[config.mk]
export PLATFORM = sky130hd
export DESIGN_NAME = sign_magnitude_fixed_point_alu_unit_flat
export DESIGN_NICKNAME = d
export VERILOG_FILES = /design/src/rtl/fxalu_pkg.sv /design/src/rtl/fxalu_if.sv /design/src/rtl/sign_magnitude_fixed_point_alu_unit.sv /design/src/rtl/fxalu_prep.sv /design/src/rtl/fxalu_lo.sv /design/src/rtl/fxalu_hi.sv /design/src/flat_wrapper.sv
export SDC_FILE = /design/constraint.sdc
export NUM_CORES = 2
export LEC_CHECK = 0
export ABC_AREA = 1
export BUFFER_PORTS_ARGS = -buffer_cell sky130_fd_sc_hd__buf_2
export CAP_MARGIN = 10
export CORE_MARGIN = 2
export CORE_UTILIZATION = 35
export DETAILED_ROUTE_END_ITERATION = 16
export PLACE_DENSITY = 0.63
export SLEW_MARGIN = 10
export SYNTH_ARGS = -nofsm -noshare
export SYNTH_HDL_FRONTEND = slang
export SYNTH_SLANG_ARGS = --single-unit
[constraint.sdc]
create_clock -name i_clk -period 11.3 [get_ports i_clk]
set_input_delay 1.695 -clock i_clk [delete_from_list [all_inputs] [get_ports i_clk]]
set_output_delay 1.695 -clock i_clk [all_outputs]
set_load 0.01 [all_outputs]
[src/rtl/fxalu_pkg.sv]
// Shared types and codes for the sign-magnitude 64.64 fixed-point ALU.
// Used by the channel interfaces and every pipeline stage; no dependencies.
`default_nettype none

package fxalu_pkg;

    localparam int unsigned OP_W   = 3;
    localparam int unsigned HALF_W = 64;
    localparam int unsigned ST_W   = 3;
    localparam int unsigned CMP_W  = 2;

    typedef enum logic [OP_W-1:0] {
        OP_ADD    = 3'd0,
        OP_SUB    = 3'd1,
        OP_NEG    = 3'd2,
        OP_HALVE  = 3'd3,
        OP_DOUBLE = 3'd4,
        OP_CMP    = 3'd5
    } t_op;

    localparam logic [ST_W-1:0] ST_NONNEG  = 3'd0;
    localparam logic [ST_W-1:0] ST_NEG     = 3'd1;
    localparam logic [ST_W-1:0] ST_POS_OVF = 3'd2;
    localparam logic [ST_W-1:0] ST_NEG_OVF = 3'd3;
    localparam logic [ST_W-1:0] ST_POS_UNF = 3'd4;
    localparam logic [ST_W-1:0] ST_NEG_UNF = 3'd5;

    localparam logic signed [CMP_W-1:0] CMP_LT = 2'sb11;
    localparam logic signed [CMP_W-1:0] CMP_EQ = 2'sb00;
    localparam logic signed [CMP_W-1:0] CMP_GT = 2'sb01;

    typedef struct packed {
        t_op               op;
        logic              a_neg;
        logic [HALF_W-1:0] a_whole;
        logic [HALF_W-1:0] a_frac;
        logic              b_neg;
        logic [HALF_W-1:0] b_whole;
        logic [HALF_W-1:0] b_frac;
        logic              a_zero;
        logic              w_gt;
        logic              w_eq;
        logic              f_gt;
        logic              f_eq;
    } t_s1;

    typedef struct packed {
        logic [HALF_W-1:0]        hi_a;
        logic [HALF_W-1:0]        hi_b;
        logic [HALF_W-1:0]        lo;
        logic                     carry;
        logic                     sub;
        logic                     neg;
        logic                     unf;
        logic signed [CMP_W-1:0]  cmp;
    } t_s2;

endpackage

`default_nettype wire

[src/rtl/fxalu_if.sv]
// Valid/ready channel interfaces for operand and result words.
// Depends on fxalu_pkg for field widths.
`default_nettype none

interface fxalu_in_if;
    logic                             valid;
    logic                             ready;
    logic [fxalu_pkg::OP_W-1:0]       operation;
    logic                             left_neg;
    logic [fxalu_pkg::HALF_W-1:0]     left_whole;
    logic [fxalu_pkg::HALF_W-1:0]     left_frac;
    logic                             right_neg;
    logic [fxalu_pkg::HALF_W-1:0]     right_whole;
    logic [fxalu_pkg::HALF_W-1:0]     right_frac;

    modport source (output valid, operation, left_neg, left_whole, left_frac,
                    right_neg, right_whole, right_frac, input ready);
    modport sink   (input valid, operation, left_neg, left_whole, left_frac,
                    right_neg, right_whole, right_frac, output ready);
endinterface

interface fxalu_out_if;
    logic                                valid;
    logic                                ready;
    logic [fxalu_pkg::ST_W-1:0]          result_status;
    logic [fxalu_pkg::HALF_W-1:0]        result_whole;
    logic [fxalu_pkg::HALF_W-1:0]        result_frac;
    logic signed [fxalu_pkg::CMP_W-1:0]  compare_result;

    modport source (output valid, result_status, result_whole, result_frac,
                    compare_result, input ready);
    modport sink   (input valid, result_status, result_whole, result_frac,
                    compare_result, output ready);
endinterface

`default_nettype wire

[src/rtl/sign_magnitude_fixed_point_alu_unit.sv]
// Sign-magnitude 64.64 fixed-point ALU: add, subtract, negate, halve,
// double and signed compare. Each accepted operand word passes through three
// registered stages to its result word: prep/compare, fraction, whole-part.
// Throughput is one word per cycle unless stalled; a stall holds each stage.
// Synchronous active-low reset empties all three stages; data is not cleared.
`default_nettype none

module sign_magnitude_fixed_point_alu_unit (
    input  wire logic   i_clk,
    input  wire logic   i_rst_n,
    fxalu_in_if.sink    i_in,
    fxalu_out_if.source o_out
);
    import fxalu_pkg::*;

    logic s1_valid;
    logic s2_ready;
    t_s1  s1;
    logic s2_valid;
    logic s3_ready;
    t_s2  s2;

    fxalu_prep u_prep (
        .i_clk   (i_clk),
        .i_rst_n (i_rst_n),
        .i_in    (i_in),
        .o_valid (s1_valid),
        .i_ready (s2_ready),
        .o_s1    (s1)
    );

    fxalu_lo u_lo (
        .i_clk   (i_clk),
        .i_rst_n (i_rst_n),
        .i_valid (s1_valid),
        .o_ready (s2_ready),
        .i_s1    (s1),
        .o_valid (s2_valid),
        .i_ready (s3_ready),
        .o_s2    (s2)
    );

    fxalu_hi u_hi (
        .i_clk   (i_clk),
        .i_rst_n (i_rst_n),
        .i_valid (s2_valid),
        .o_ready (s3_ready),
        .i_s2    (s2),
        .o_out   (o_out)
    );

    a_cmp_clears_value: assert property (@(posedge i_clk) disable iff (!i_rst_n)
        (o_out.valid && o_out.compare_result != CMP_EQ) |->
        (o_out.result_status == ST_NONNEG && o_out.result_whole == '0 &&
         o_out.result_frac == '0))
        else $error("compare word carries a nonzero value");

    a_cmp_code: assert property (@(posedge i_clk) disable iff (!i_rst_n)
        o_out.valid |-> (o_out.compare_result != 2'sb10))
        else $error("compare result out of range");

    a_reset_empties: assert property (@(posedge i_clk)
        !i_rst_n |=> (!s1_valid && !s2_valid && !o_out.valid))
        else $error("pipeline not empty after reset");

    a_latency: assert property (@(posedge i_clk) disable iff (!i_rst_n)
        (i_in.valid && i_in.ready && !s1_valid && !s2_valid && !o_out.valid)
        |=> ##2 o_out.valid)
        else $error("word did not reach the output in three cycles");

endmodule

`default_nettype wire

[src/rtl/fxalu_prep.sv]
// Stage one: operand selection for subtract and double, zero detect and
// half-word magnitude compares. Depends on fxalu_pkg and fxalu_in_if.
`default_nettype none

module fxalu_prep (
    input  wire logic            i_clk,
    input  wire logic            i_rst_n,
    fxalu_in_if.sink             i_in,
    output logic                 o_valid,
    input  wire logic            i_ready,
    output fxalu_pkg::t_s1       o_s1
);
    import fxalu_pkg::*;

    logic r_valid;
    t_s1  r_s1;
    t_s1  n_s1;
    logic b_zero;

    always_comb begin
        b_zero          = (i_in.right_whole == '0) && (i_in.right_frac == '0);
        n_s1.op         = t_op'(i_in.operation);
        n_s1.a_neg      = i_in.left_neg;
        n_s1.a_whole    = i_in.left_whole;
        n_s1.a_frac     = i_in.left_frac;
        n_s1.a_zero     = (i_in.left_whole == '0) && (i_in.left_frac == '0);
        n_s1.b_neg      = i_in.right_neg;
        n_s1.b_whole    = i_in.right_whole;
        n_s1.b_frac     = i_in.right_frac;
        case (n_s1.op)
            OP_SUB: begin
                n_s1.b_neg = i_in.right_neg ^ !b_zero;
            end
            OP_DOUBLE: begin
                n_s1.b_neg   = i_in.left_neg;
                n_s1.b_whole = i_in.left_whole;
                n_s1.b_frac  = i_in.left_frac;
            end
            default: begin
                n_s1.b_neg = i_in.right_neg;
            end
        endcase
        n_s1.w_gt = n_s1.a_whole > n_s1.b_whole;
        n_s1.w_eq = n_s1.a_whole == n_s1.b_whole;
        n_s1.f_gt = n_s1.a_frac > n_s1.b_frac;
        n_s1.f_eq = n_s1.a_frac == n_s1.b_frac;
    end

    assign i_in.ready = !r_valid || i_ready;

    always_ff @(posedge i_clk) begin
        if (!i_rst_n) begin
            r_valid <= 1'b0;
        end else if (i_in.ready) begin
            r_valid <= i_in.valid;
        end
    end

    always_ff @(posedge i_clk) begin
        if (i_in.valid && i_in.ready) begin
            r_s1 <= n_s1;
        end
    end

    assign o_valid = r_valid;
    assign o_s1    = r_s1;

endmodule

`default_nettype wire

[src/rtl/fxalu_lo.sv]
// Stage two: ordering of magnitudes, fraction add or subtract, negate,
// halve and compare. Depends on fxalu_pkg.
`default_nettype none

module fxalu_lo (
    input  wire logic            i_clk,
    input  wire logic            i_rst_n,
    input  wire logic            i_valid,
    output logic                 o_ready,
    input  wire fxalu_pkg::t_s1  i_s1,
    output logic                 o_valid,
    input  wire logic            i_ready,
    output fxalu_pkg::t_s2       o_s2
);
    import fxalu_pkg::*;

    logic r_valid;
    t_s2  r_s2;
    t_s2  n_s2;
    logic gt;
    logic eq;
    logic diff;

    always_comb begin
        gt   = i_s1.w_gt || (i_s1.w_eq && i_s1.f_gt);
        eq   = i_s1.w_eq && i_s1.f_eq;
        diff = i_s1.a_neg ^ i_s1.b_neg;
        n_s2 = '0;
        case (i_s1.op)
            OP_ADD, OP_SUB, OP_DOUBLE: begin
                if (diff) begin
                    if (!eq) begin
                        n_s2.sub = 1'b1;
                        if (gt) begin
                            n_s2.neg   = i_s1.a_neg;
                            n_s2.hi_a  = i_s1.a_whole;
                            n_s2.hi_b  = i_s1.b_whole;
                            n_s2.lo    = i_s1.a_frac - i_s1.b_frac;
                            n_s2.carry = !i_s1.f_gt && !i_s1.f_eq;
                        end else begin
                            n_s2.neg   = i_s1.b_neg;
                            n_s2.hi_a  = i_s1.b_whole;
                            n_s2.hi_b  = i_s1.a_whole;
                            n_s2.lo    = i_s1.b_frac - i_s1.a_frac;
                            n_s2.carry = i_s1.f_gt;
                        end
                    end
                end else begin
                    {n_s2.carry, n_s2.lo} = {1'b0, i_s1.a_frac} + {1'b0, i_s1.b_frac};
                    n_s2.neg  = i_s1.a_neg;
                    n_s2.hi_a = i_s1.a_whole;
                    n_s2.hi_b = i_s1.b_whole;
                end
            end
            OP_NEG: begin
                n_s2.neg  = i_s1.a_zero ? i_s1.a_neg : !i_s1.a_neg;
                n_s2.hi_a = i_s1.a_whole;
                n_s2.lo   = i_s1.a_frac;
            end
            OP_HALVE: begin
                n_s2.neg  = i_s1.a_neg;
                n_s2.hi_a = i_s1.a_whole >> 1;
                n_s2.lo   = {i_s1.a_whole[0], i_s1.a_frac[HALF_W-1:1]};
                n_s2.unf  = i_s1.a_frac[0];
            end
            OP_CMP: begin
                if (diff) begin
                    n_s2.cmp = i_s1.a_neg ? CMP_LT : CMP_GT;
                end else if (eq) begin
                    n_s2.cmp = CMP_EQ;
                end else begin
                    n_s2.cmp = (gt ^ i_s1.a_neg) ? CMP_GT : CMP_LT;
                end
            end
            default: begin
                n_s2 = '0;
            end
        endcase
    end

    assign o_ready = !r_valid || i_ready;

    always_ff @(posedge i_clk) begin
        if (!i_rst_n) begin
            r_valid <= 1'b0;
        end else if (o_ready) begin
            r_valid <= i_valid;
        end
    end

    always_ff @(posedge i_clk) begin
        if (i_valid && o_ready) begin
            r_s2 <= n_s2;
        end
    end

    assign o_valid = r_valid;
    assign o_s2    = r_s2;

endmodule

`default_nettype wire

[src/rtl/fxalu_hi.sv]
// Stage three: whole-part add or subtract with the fraction carry, status
// encoding and the output register. Depends on fxalu_pkg and fxalu_out_if.
`default_nettype none

module fxalu_hi (
    input  wire logic            i_clk,
    input  wire logic            i_rst_n,
    input  wire logic            i_valid,
    output logic                 o_ready,
    input  wire fxalu_pkg::t_s2  i_s2,
    fxalu_out_if.source          o_out
);
    import fxalu_pkg::*;

    logic                    r_valid;
    logic [ST_W-1:0]         r_status;
    logic [HALF_W-1:0]       r_whole;
    logic [HALF_W-1:0]       r_frac;
    logic signed [CMP_W-1:0] r_cmp;
    logic [ST_W-1:0]         n_status;
    logic [HALF_W-1:0]       n_whole;
    logic [HALF_W:0]         sum;
    logic                    ovf;

    always_comb begin
        if (i_s2.sub) begin
            sum = {1'b0, i_s2.hi_a} - {1'b0, i_s2.hi_b} - {{HALF_W{1'b0}}, i_s2.carry};
        end else begin
            sum = {1'b0, i_s2.hi_a} + {1'b0, i_s2.hi_b} + {{HALF_W{1'b0}}, i_s2.carry};
        end
        n_whole = sum[HALF_W-1:0];
        ovf     = !i_s2.sub && sum[HALF_W];
        if (ovf) begin
            n_status = i_s2.neg ? ST_NEG_OVF : ST_POS_OVF;
        end else if (i_s2.unf) begin
            n_status = i_s2.neg ? ST_NEG_UNF : ST_POS_UNF;
        end else begin
            n_status = i_s2.neg ? ST_NEG : ST_NONNEG;
        end
    end

    assign o_ready = !r_valid || o_out.ready;

    always_ff @(posedge i_clk) begin
        if (!i_rst_n) begin
            r_valid <= 1'b0;
        end else if (o_ready) begin
            r_valid <= i_valid;
        end
    end

    always_ff @(posedge i_clk) begin
        if (i_valid && o_ready) begin
            r_status <= n_status;
            r_whole  <= n_whole;
            r_frac   <= i_s2.lo;
            r_cmp    <= i_s2.cmp;
        end
    end

    assign o_out.valid          = r_valid;
    assign o_out.result_status  = r_status;
    assign o_out.result_whole   = r_whole;
    assign o_out.result_frac    = r_frac;
    assign o_out.compare_result = r_cmp;

endmodule

`default_nettype wire
[src/flat_wrapper.sv]
// flat-port wrapper written by rule: the top's interface ports become plain ports
module sign_magnitude_fixed_point_alu_unit_flat import fxalu_pkg::*;
  (i_clk, i_rst_n, i_in_valid, i_in_operation, i_in_left_neg, i_in_left_whole, i_in_left_frac, i_in_right_neg, i_in_right_whole, i_in_right_frac, i_in_ready, o_out_valid, o_out_result_status, o_out_result_whole, o_out_result_frac, o_out_compare_result, o_out_ready);
  fxalu_in_if i_in_i ();
  fxalu_out_if o_out_i ();
  input  wire logic i_clk;
  input  wire logic i_rst_n;
  input wire logic [$bits(i_in_i.valid)-1:0] i_in_valid;
  input wire logic [$bits(i_in_i.operation)-1:0] i_in_operation;
  input wire logic [$bits(i_in_i.left_neg)-1:0] i_in_left_neg;
  input wire logic [$bits(i_in_i.left_whole)-1:0] i_in_left_whole;
  input wire logic [$bits(i_in_i.left_frac)-1:0] i_in_left_frac;
  input wire logic [$bits(i_in_i.right_neg)-1:0] i_in_right_neg;
  input wire logic [$bits(i_in_i.right_whole)-1:0] i_in_right_whole;
  input wire logic [$bits(i_in_i.right_frac)-1:0] i_in_right_frac;
  output wire logic [$bits(i_in_i.ready)-1:0] i_in_ready;
  output wire logic [$bits(o_out_i.valid)-1:0] o_out_valid;
  output wire logic [$bits(o_out_i.result_status)-1:0] o_out_result_status;
  output wire logic [$bits(o_out_i.result_whole)-1:0] o_out_result_whole;
  output wire logic [$bits(o_out_i.result_frac)-1:0] o_out_result_frac;
  output wire logic [$bits(o_out_i.compare_result)-1:0] o_out_compare_result;
  input wire logic [$bits(o_out_i.ready)-1:0] o_out_ready;
  assign i_in_i.valid = i_in_valid;
  assign i_in_i.operation = i_in_operation;
  assign i_in_i.left_neg = i_in_left_neg;
  assign i_in_i.left_whole = i_in_left_whole;
  assign i_in_i.left_frac = i_in_left_frac;
  assign i_in_i.right_neg = i_in_right_neg;
  assign i_in_i.right_whole = i_in_right_whole;
  assign i_in_i.right_frac = i_in_right_frac;
  assign i_in_ready = i_in_i.ready;
  assign o_out_valid = o_out_i.valid;
  assign o_out_result_status = o_out_i.result_status;
  assign o_out_result_whole = o_out_i.result_whole;
  assign o_out_result_frac = o_out_i.result_frac;
  assign o_out_compare_result = o_out_i.compare_result;
  assign o_out_i.ready = o_out_ready;
  sign_magnitude_fixed_point_alu_unit u_core (.i_clk(i_clk), .i_rst_n(i_rst_n), .i_in(i_in_i), .o_out(o_out_i));
endmodule
## After elaboration in Yosys (flattened, before gate mapping)

Index checks and enable logic that the tools add are counted.

| word-level totals | value |
|---|---|
| output and inout port bits | 135 |
| bits in registers | 600 |
| logic and storage cells | 97 |

| cells by class | value |
|---|---|
| add/subtract/negate cells | 7 |
| magnitude comparators | 2 |
| bitwise gates (word level) | 3 |
| equality and inequality tests | 9 |
| muxes and demuxes | 21 |
| reductions and logical operators | 28 |

Operator list:

| cell | number |
|---|---|
| 193-bit 2-to-1 mux | 2 |
| 64-bit case mux with 3 select lines | 2 |
| 64-bit zero test | 4 |
| 195-bit 2-to-1 mux | 1 |
| 64-bit by 64-bit adder with 65-bit output | 2 |
| 64-bit == test | 2 |
| 64-bit > comparator | 2 |
| 128-bit 2-to-1 mux | 1 |
| 64-bit subtractor | 2 |
| 65-bit by 1-bit adder with 65-bit output | 1 |
| 65-bit 2-to-1 mux | 1 |
| 64-bit by 64-bit subtractor with 65-bit output | 1 |
| 65-bit by 1-bit subtractor with 65-bit output | 1 |
| 3-bit == test (second input constant) | 3 |
| 1-bit logical AND | 9 |
| 1-bit zero test | 8 |
| 2-bit 2-to-1 mux | 4 |
| 3-bit by 1-bit == test with 1-bit output (second input constant) | 2 |
| 3-bit by 2-bit == test with 1-bit output (second input constant) | 2 |
| 1-bit 2-to-1 mux | 6 |
| 3-bit 2-to-1 mux | 2 |
| 1-bit logical OR | 4 |
| 3-bit zero test | 1 |
| 1-bit case mux with 3 select lines | 1 |
| other kinds (4) | 6 |

## Depth between registers and ports, before layout

| depth | value |
|---|---|
| depth in word-level cells | 6 |
| mapped depth | 21 |
| gate-level depth less buffers | 20 |

## Hierarchy

From an unflattened synthesis, not the netlist that was laid out.

| second synthesis, totals | value |
|---|---|
| cell total of the unflattened synthesis | 8787 |
| area, all modules | 57929.3 µm² |

By module, submodules not included:

| module | instances | cells each | seq. area each (µm²) | area each (µm²) |
|---|---|---|---|---|
| fxalu_lo | 1 | 4313 | 5965.7 | 25748.4 |
| fxalu_hi | 1 | 3003 | 4013.8 | 17563.1 |
| fxalu_prep | 1 | 1471 | 8007.7 | 14617.8 |

## Worst setup path before layout

Ideal clock, no wire load.

| path | value |
|---|---|
| kind | input port to flip-flop |
| start | input port o_out_ready |
| end | register u_core.u_hi.r_cmp[0] (netlist: u_core.u_hi.o_out.compare_result[0]) (enable) |
| arrival time | 8102 ps |
| required time | 10631 ps |
| buffers on the path | 0 |
| path slack | 2529 ps |
| stages on the path | 2 |
| library setup time | 669 ps |
| path through | inv_1 a21oi_1 |

| between the ends | value |
|---|---|
| cells in the longest elaborated chain, start to end | 2 |

Ends and longest elaborated chain:

| what | RTL line | source |
|---|---|---|
| start: declaration | flat_wrapper.sv:22 | `input wire logic [$bits(o_out_i.ready)-1:0] o_out_ready;` |
| 1-bit logical OR | fxalu_hi.sv:42 | `assign o_ready = !r_valid \|\| o_out.ready;` |
| 1-bit logical AND | fxalu_hi.sv:53 | `if (i_valid && o_ready) begin` |
| end signal: assignment | fxalu_hi.sv:57 | `r_cmp <= i_s2.cmp;` |
| end: declaration | fxalu_hi.sv:19 | `logic signed [CMP_W-1:0] r_cmp;` |

Every way passes these cells.
A chain may end at the register's enable or synchronous reset.

==> flow_metrics.py <==
metrics = {
    "sta": {
        "finalCriticalPeriod_ps": 5770,
        "hold_viol_final": 0,
        "slew_headroom_pct": 9.32,
        "setup_tns_ps": 0,
        "setup_viol": 0,
        "fmax_ghz": 0.173,
        "fin_worst_skew_ps": 37.5,
        "rsz0062_at_grt": "no",
        "holdWs_ps": 417,
        "report.final.slew_viol_count": 0,
        "finalCritPeriodShare_pct": 51.0,
        "tightestPinTransition_ps": 1350,
    },
    "critical_path": {
        "path_class": "in2reg",
        "setup.worst_path.start_class": "primary input",
        "rr_worst_depth": 16,
        "worstSetupEndpointType": "register",
        "critical_path.max_fanout": 98,
        "crit_required_ps": 11700,
        "critPathLaunch": "i_in_operation[1]",
        "timing.reg2reg.setup_slack_ps": 7030,
        "reg2reg_from": "u_core.u_prep.o_s1[134]",
        "crit_arrival_ps": 6170,
    },
    "pwr": {
        "powerDensity_nw_per_um2": 125,
        "power_report.internal_total_w": 0.00473,
        "ir_drop_mv": 0.129,
        "cellLeakagePower_nw": 29.8,
        "clockPowerShare_pct": 32.1,
        "swShare_pct": 38.2,
        "comb_power_share_pct": 32.6,
        "p_sw_w": 0.00292,
        "total_power_w": 0.00765,
        "seqPwrFrac_pct": 35.4,
    },
    "cts": {
        "clk_pin_slew_worst_paths_ps": 70,
        "cts.repair.resized": 0,
        "cts_max_level": 3,
        "post-cts-setup-buffer-count": 0,
        "clock_path_buffers": 3,
        "root_buffer": "clkbuf_16",
        "cts_buffers": 71,
        "hold_buffers": 0,
        "cts.sinks": 600,
        "cts_tree": "built",
        "insertion_delay_ps": 700,
    },
    "synthesis": {
        "yosys.area.top_type_share_pct": 32.8,
        "syn_nets": 8681,
        "async_flop_share_pct": 0,
        "ys_seq_elements": 600,
        "syn-instance-count": 7902,
        "synth_area_leaders": "edfxtp_1, nand2_1, ha_1, inv_1, a21oi_1",
        "synth_edf_count": 597,
        "ys.flop_type": "edfxtp_1",
        "synthesis.area_um2": 54700,
        "ys_warn_count": 0,
        "avgSynthCellArea_um2": 6.92,
        "synth_cell_type_count": 60,
        "yosysSeqAreaShare_pct": 32.9,
        "yosys.area.top_type": "edfxtp_1",
    },
    "die": {
        "rows": 145,
        "die_y_um": 399,
        "dieArea_um2": 159000,
        "start_util_pct": 35.1,
        "pin_count": 400,
        "die_w_um": 399,
        "core_um2": 156000,
    },
    "detailed_routing": {
        "wire_per_inst_um": 25.3,
        "viasPerCell": 5.29,
        "ant_nets": 0,
        "drtPass1Iterations": 6,
        "routed_wl_um": 262000,
        "routed-via-count": 54800,
        "drc": 0,
        "drt_iter0_drc": 5337,
    },
    "global_route": {
        "grt_pass1_wl_um": 366000,
        "grt_remaining_overflow": 0,
        "grt_usage_pct": 32.1,
        "first_global_vias": 53000,
        "grt_max_degree": 147,
        "antenna_found_initial": 27,
    },
    "cells_and_area": {
        "fin_nets": 9003,
        "area_growth_pct": 11.9,
        "finalNonFillerCells": 10300,
        "fin_area_um2": 61200,
        "drive_gt1_share_pct": 8.05,
    },
    "worst_hold_path": {
        "hold_path_depth": 0,
        "holdCritPathClass": "reg2reg",
        "hp-start": "u_core.u_lo.o_s2[25]",
    },
    "placement": {
        "dp.cells": 10200,
        "hpwl_um": 222000,
        "numPortBuffers": 399,
        "place.gp.congestion": 1.07,
        "placed_area_um2": 58700,
    },
    "status": {
        "status": "finished clean",
    },
    "flow_run": {
        "drv_cap": 0,
    },
}
==> power groups by stage <==
stage,registers [W],logic (W),clock network [W]
after CTS,0.00271,0.00245,0.00251
final,0.00271,0.00249,0.00245
after global routing,0.00272,0.00271,0.00258
after detailed placement,0.00275,0.00243,0
after floorplan,0.00274,0.00147,0
after global placement,0.00275,0.00243,0
==> worst paths after layout <==
check / endpoint
worst min-delay path: u_core.u_hi.o_out.result_frac[19]
worst max register to register: u_core.u_lo.o_s2[5]
worst min register to register: u_core.u_hi.o_out.result_frac[19]
worst max-delay path: u_core.u_prep.o_s1[3]
==> worst max-delay path, stage by stage <==
cell     delay, ps
buf_2          110
nor2_1          80
nand2_4        460
buf_4          760
nand2_1        120
o21ai_0        160
ha_1           170
nand2_1         50
inv_1           60
nand3_1         60
inv_1           90
nand2_1         70
nor4_1         670
nand4_1        590
nor4_1         840
a21oi_1         70
==> cells in the final DEF (no fill, tap or decap), drive strengths merged, types with 26 or more instances in the layout <==
cell    count
clkbuf     82
nand3     431
clkinv     29
a21o       26
buf       436
nand4      78
o21bai     54
edfxtp    597
o221ai     82
o21ai     545
ha        507
nand2    2010
o22ai      66
a22oi     106
nor4       77
a21oi     559
nor3       60
inv      1657
nor2      718
==> flip-flops by register name, summed over array words and instances, names as in the netlist <==
name	cells
u_core.u_lo.o_s2	198
u_core.u_hi.o_out.valid	1
u_core.u_hi.o_out.result_status	3
u_core.u_hi.o_out.result_whole	64
u_core.u_prep.o_s1	266
u_core.u_hi.o_out.result_frac	64
u_core.u_lo.o_valid	1
u_core.u_prep.o_valid	1
u_core.u_hi.o_out.compare_result	2
==> layer usage <==
metal | global-route usage [%] | vias to the layer above | share of wire, %
met3 | 3.36 | 443 | 6.1
met4 | 17.3 | 8 | 6.0
met2 | 53.0 | 2083 | 46
met5 | 0 | - | 0.020
li1 | - | 26400 | -
met1 | 41.3 | 25800 | 42
==> synth_stat cells (17+ instances only) <==
master    number
buf_1         21
nor2_1       680
ha_1         507
o211ai_1      17
buf_4         41
a31oi_1       18
buf_2         51
nand4_1       78
a21oi_1      556
inv_2         20
o21ai_0      515
edfxtp_1     597
nand2_2       27
nor2_2        32
o21a_1        21
o221ai_1      82
clkbuf_1      72
inv_1       1632
o21ai_1       30
o22ai_1       66
o21bai_1      53
nor3_1        52
a22oi_1      106
a21o_1        26
nand3_1      429
nand2_1     1983
nor4_1        74
==> per-stage QoR <==
stage          utilization, %  setup WS, ps
3_3_place_gp             37.7          5030
4_1_cts                  39.3          5580
2_1_floorplan               -          2530
3_5_place_dp             37.7          4850
5_1_grt                  39.3          5320
6_report                 39.3          5530
==> layout make-up <==
class	instances	area, um^2
Antenna cell	9	22.5
Clock buffer	82	1840
Clock inverter	48	622
Fill cell	16600	94500
Inverter	1653	6220
Multi-Input combinational cell	5462	29600
Sequential cell	600	18000
Tap cell	2058	2570
Timing Repair Buffer	436	2290
==> kinds of logic (layout without fill, tap and decap cells) <==
family | count (synthesis) | after routing | share of synthesized area, %
AOI/OAI and AO/OA | 1517 | 1517 | 15.8
adders and majority gates | 514 | 514 | 11.9
muxes | 2 | 2 | 0.0366
xor gates and xnor gates | 20 | 20 | 0.320
other | 0 | 9 | 0
buffers and inverters | 1840 | 2219 | 13.1
DFF | 600 | 600 | 32.9
and+or+nand+nor | 3409 | 3409 | 26.0
Power figures use the tool's default switching activity.
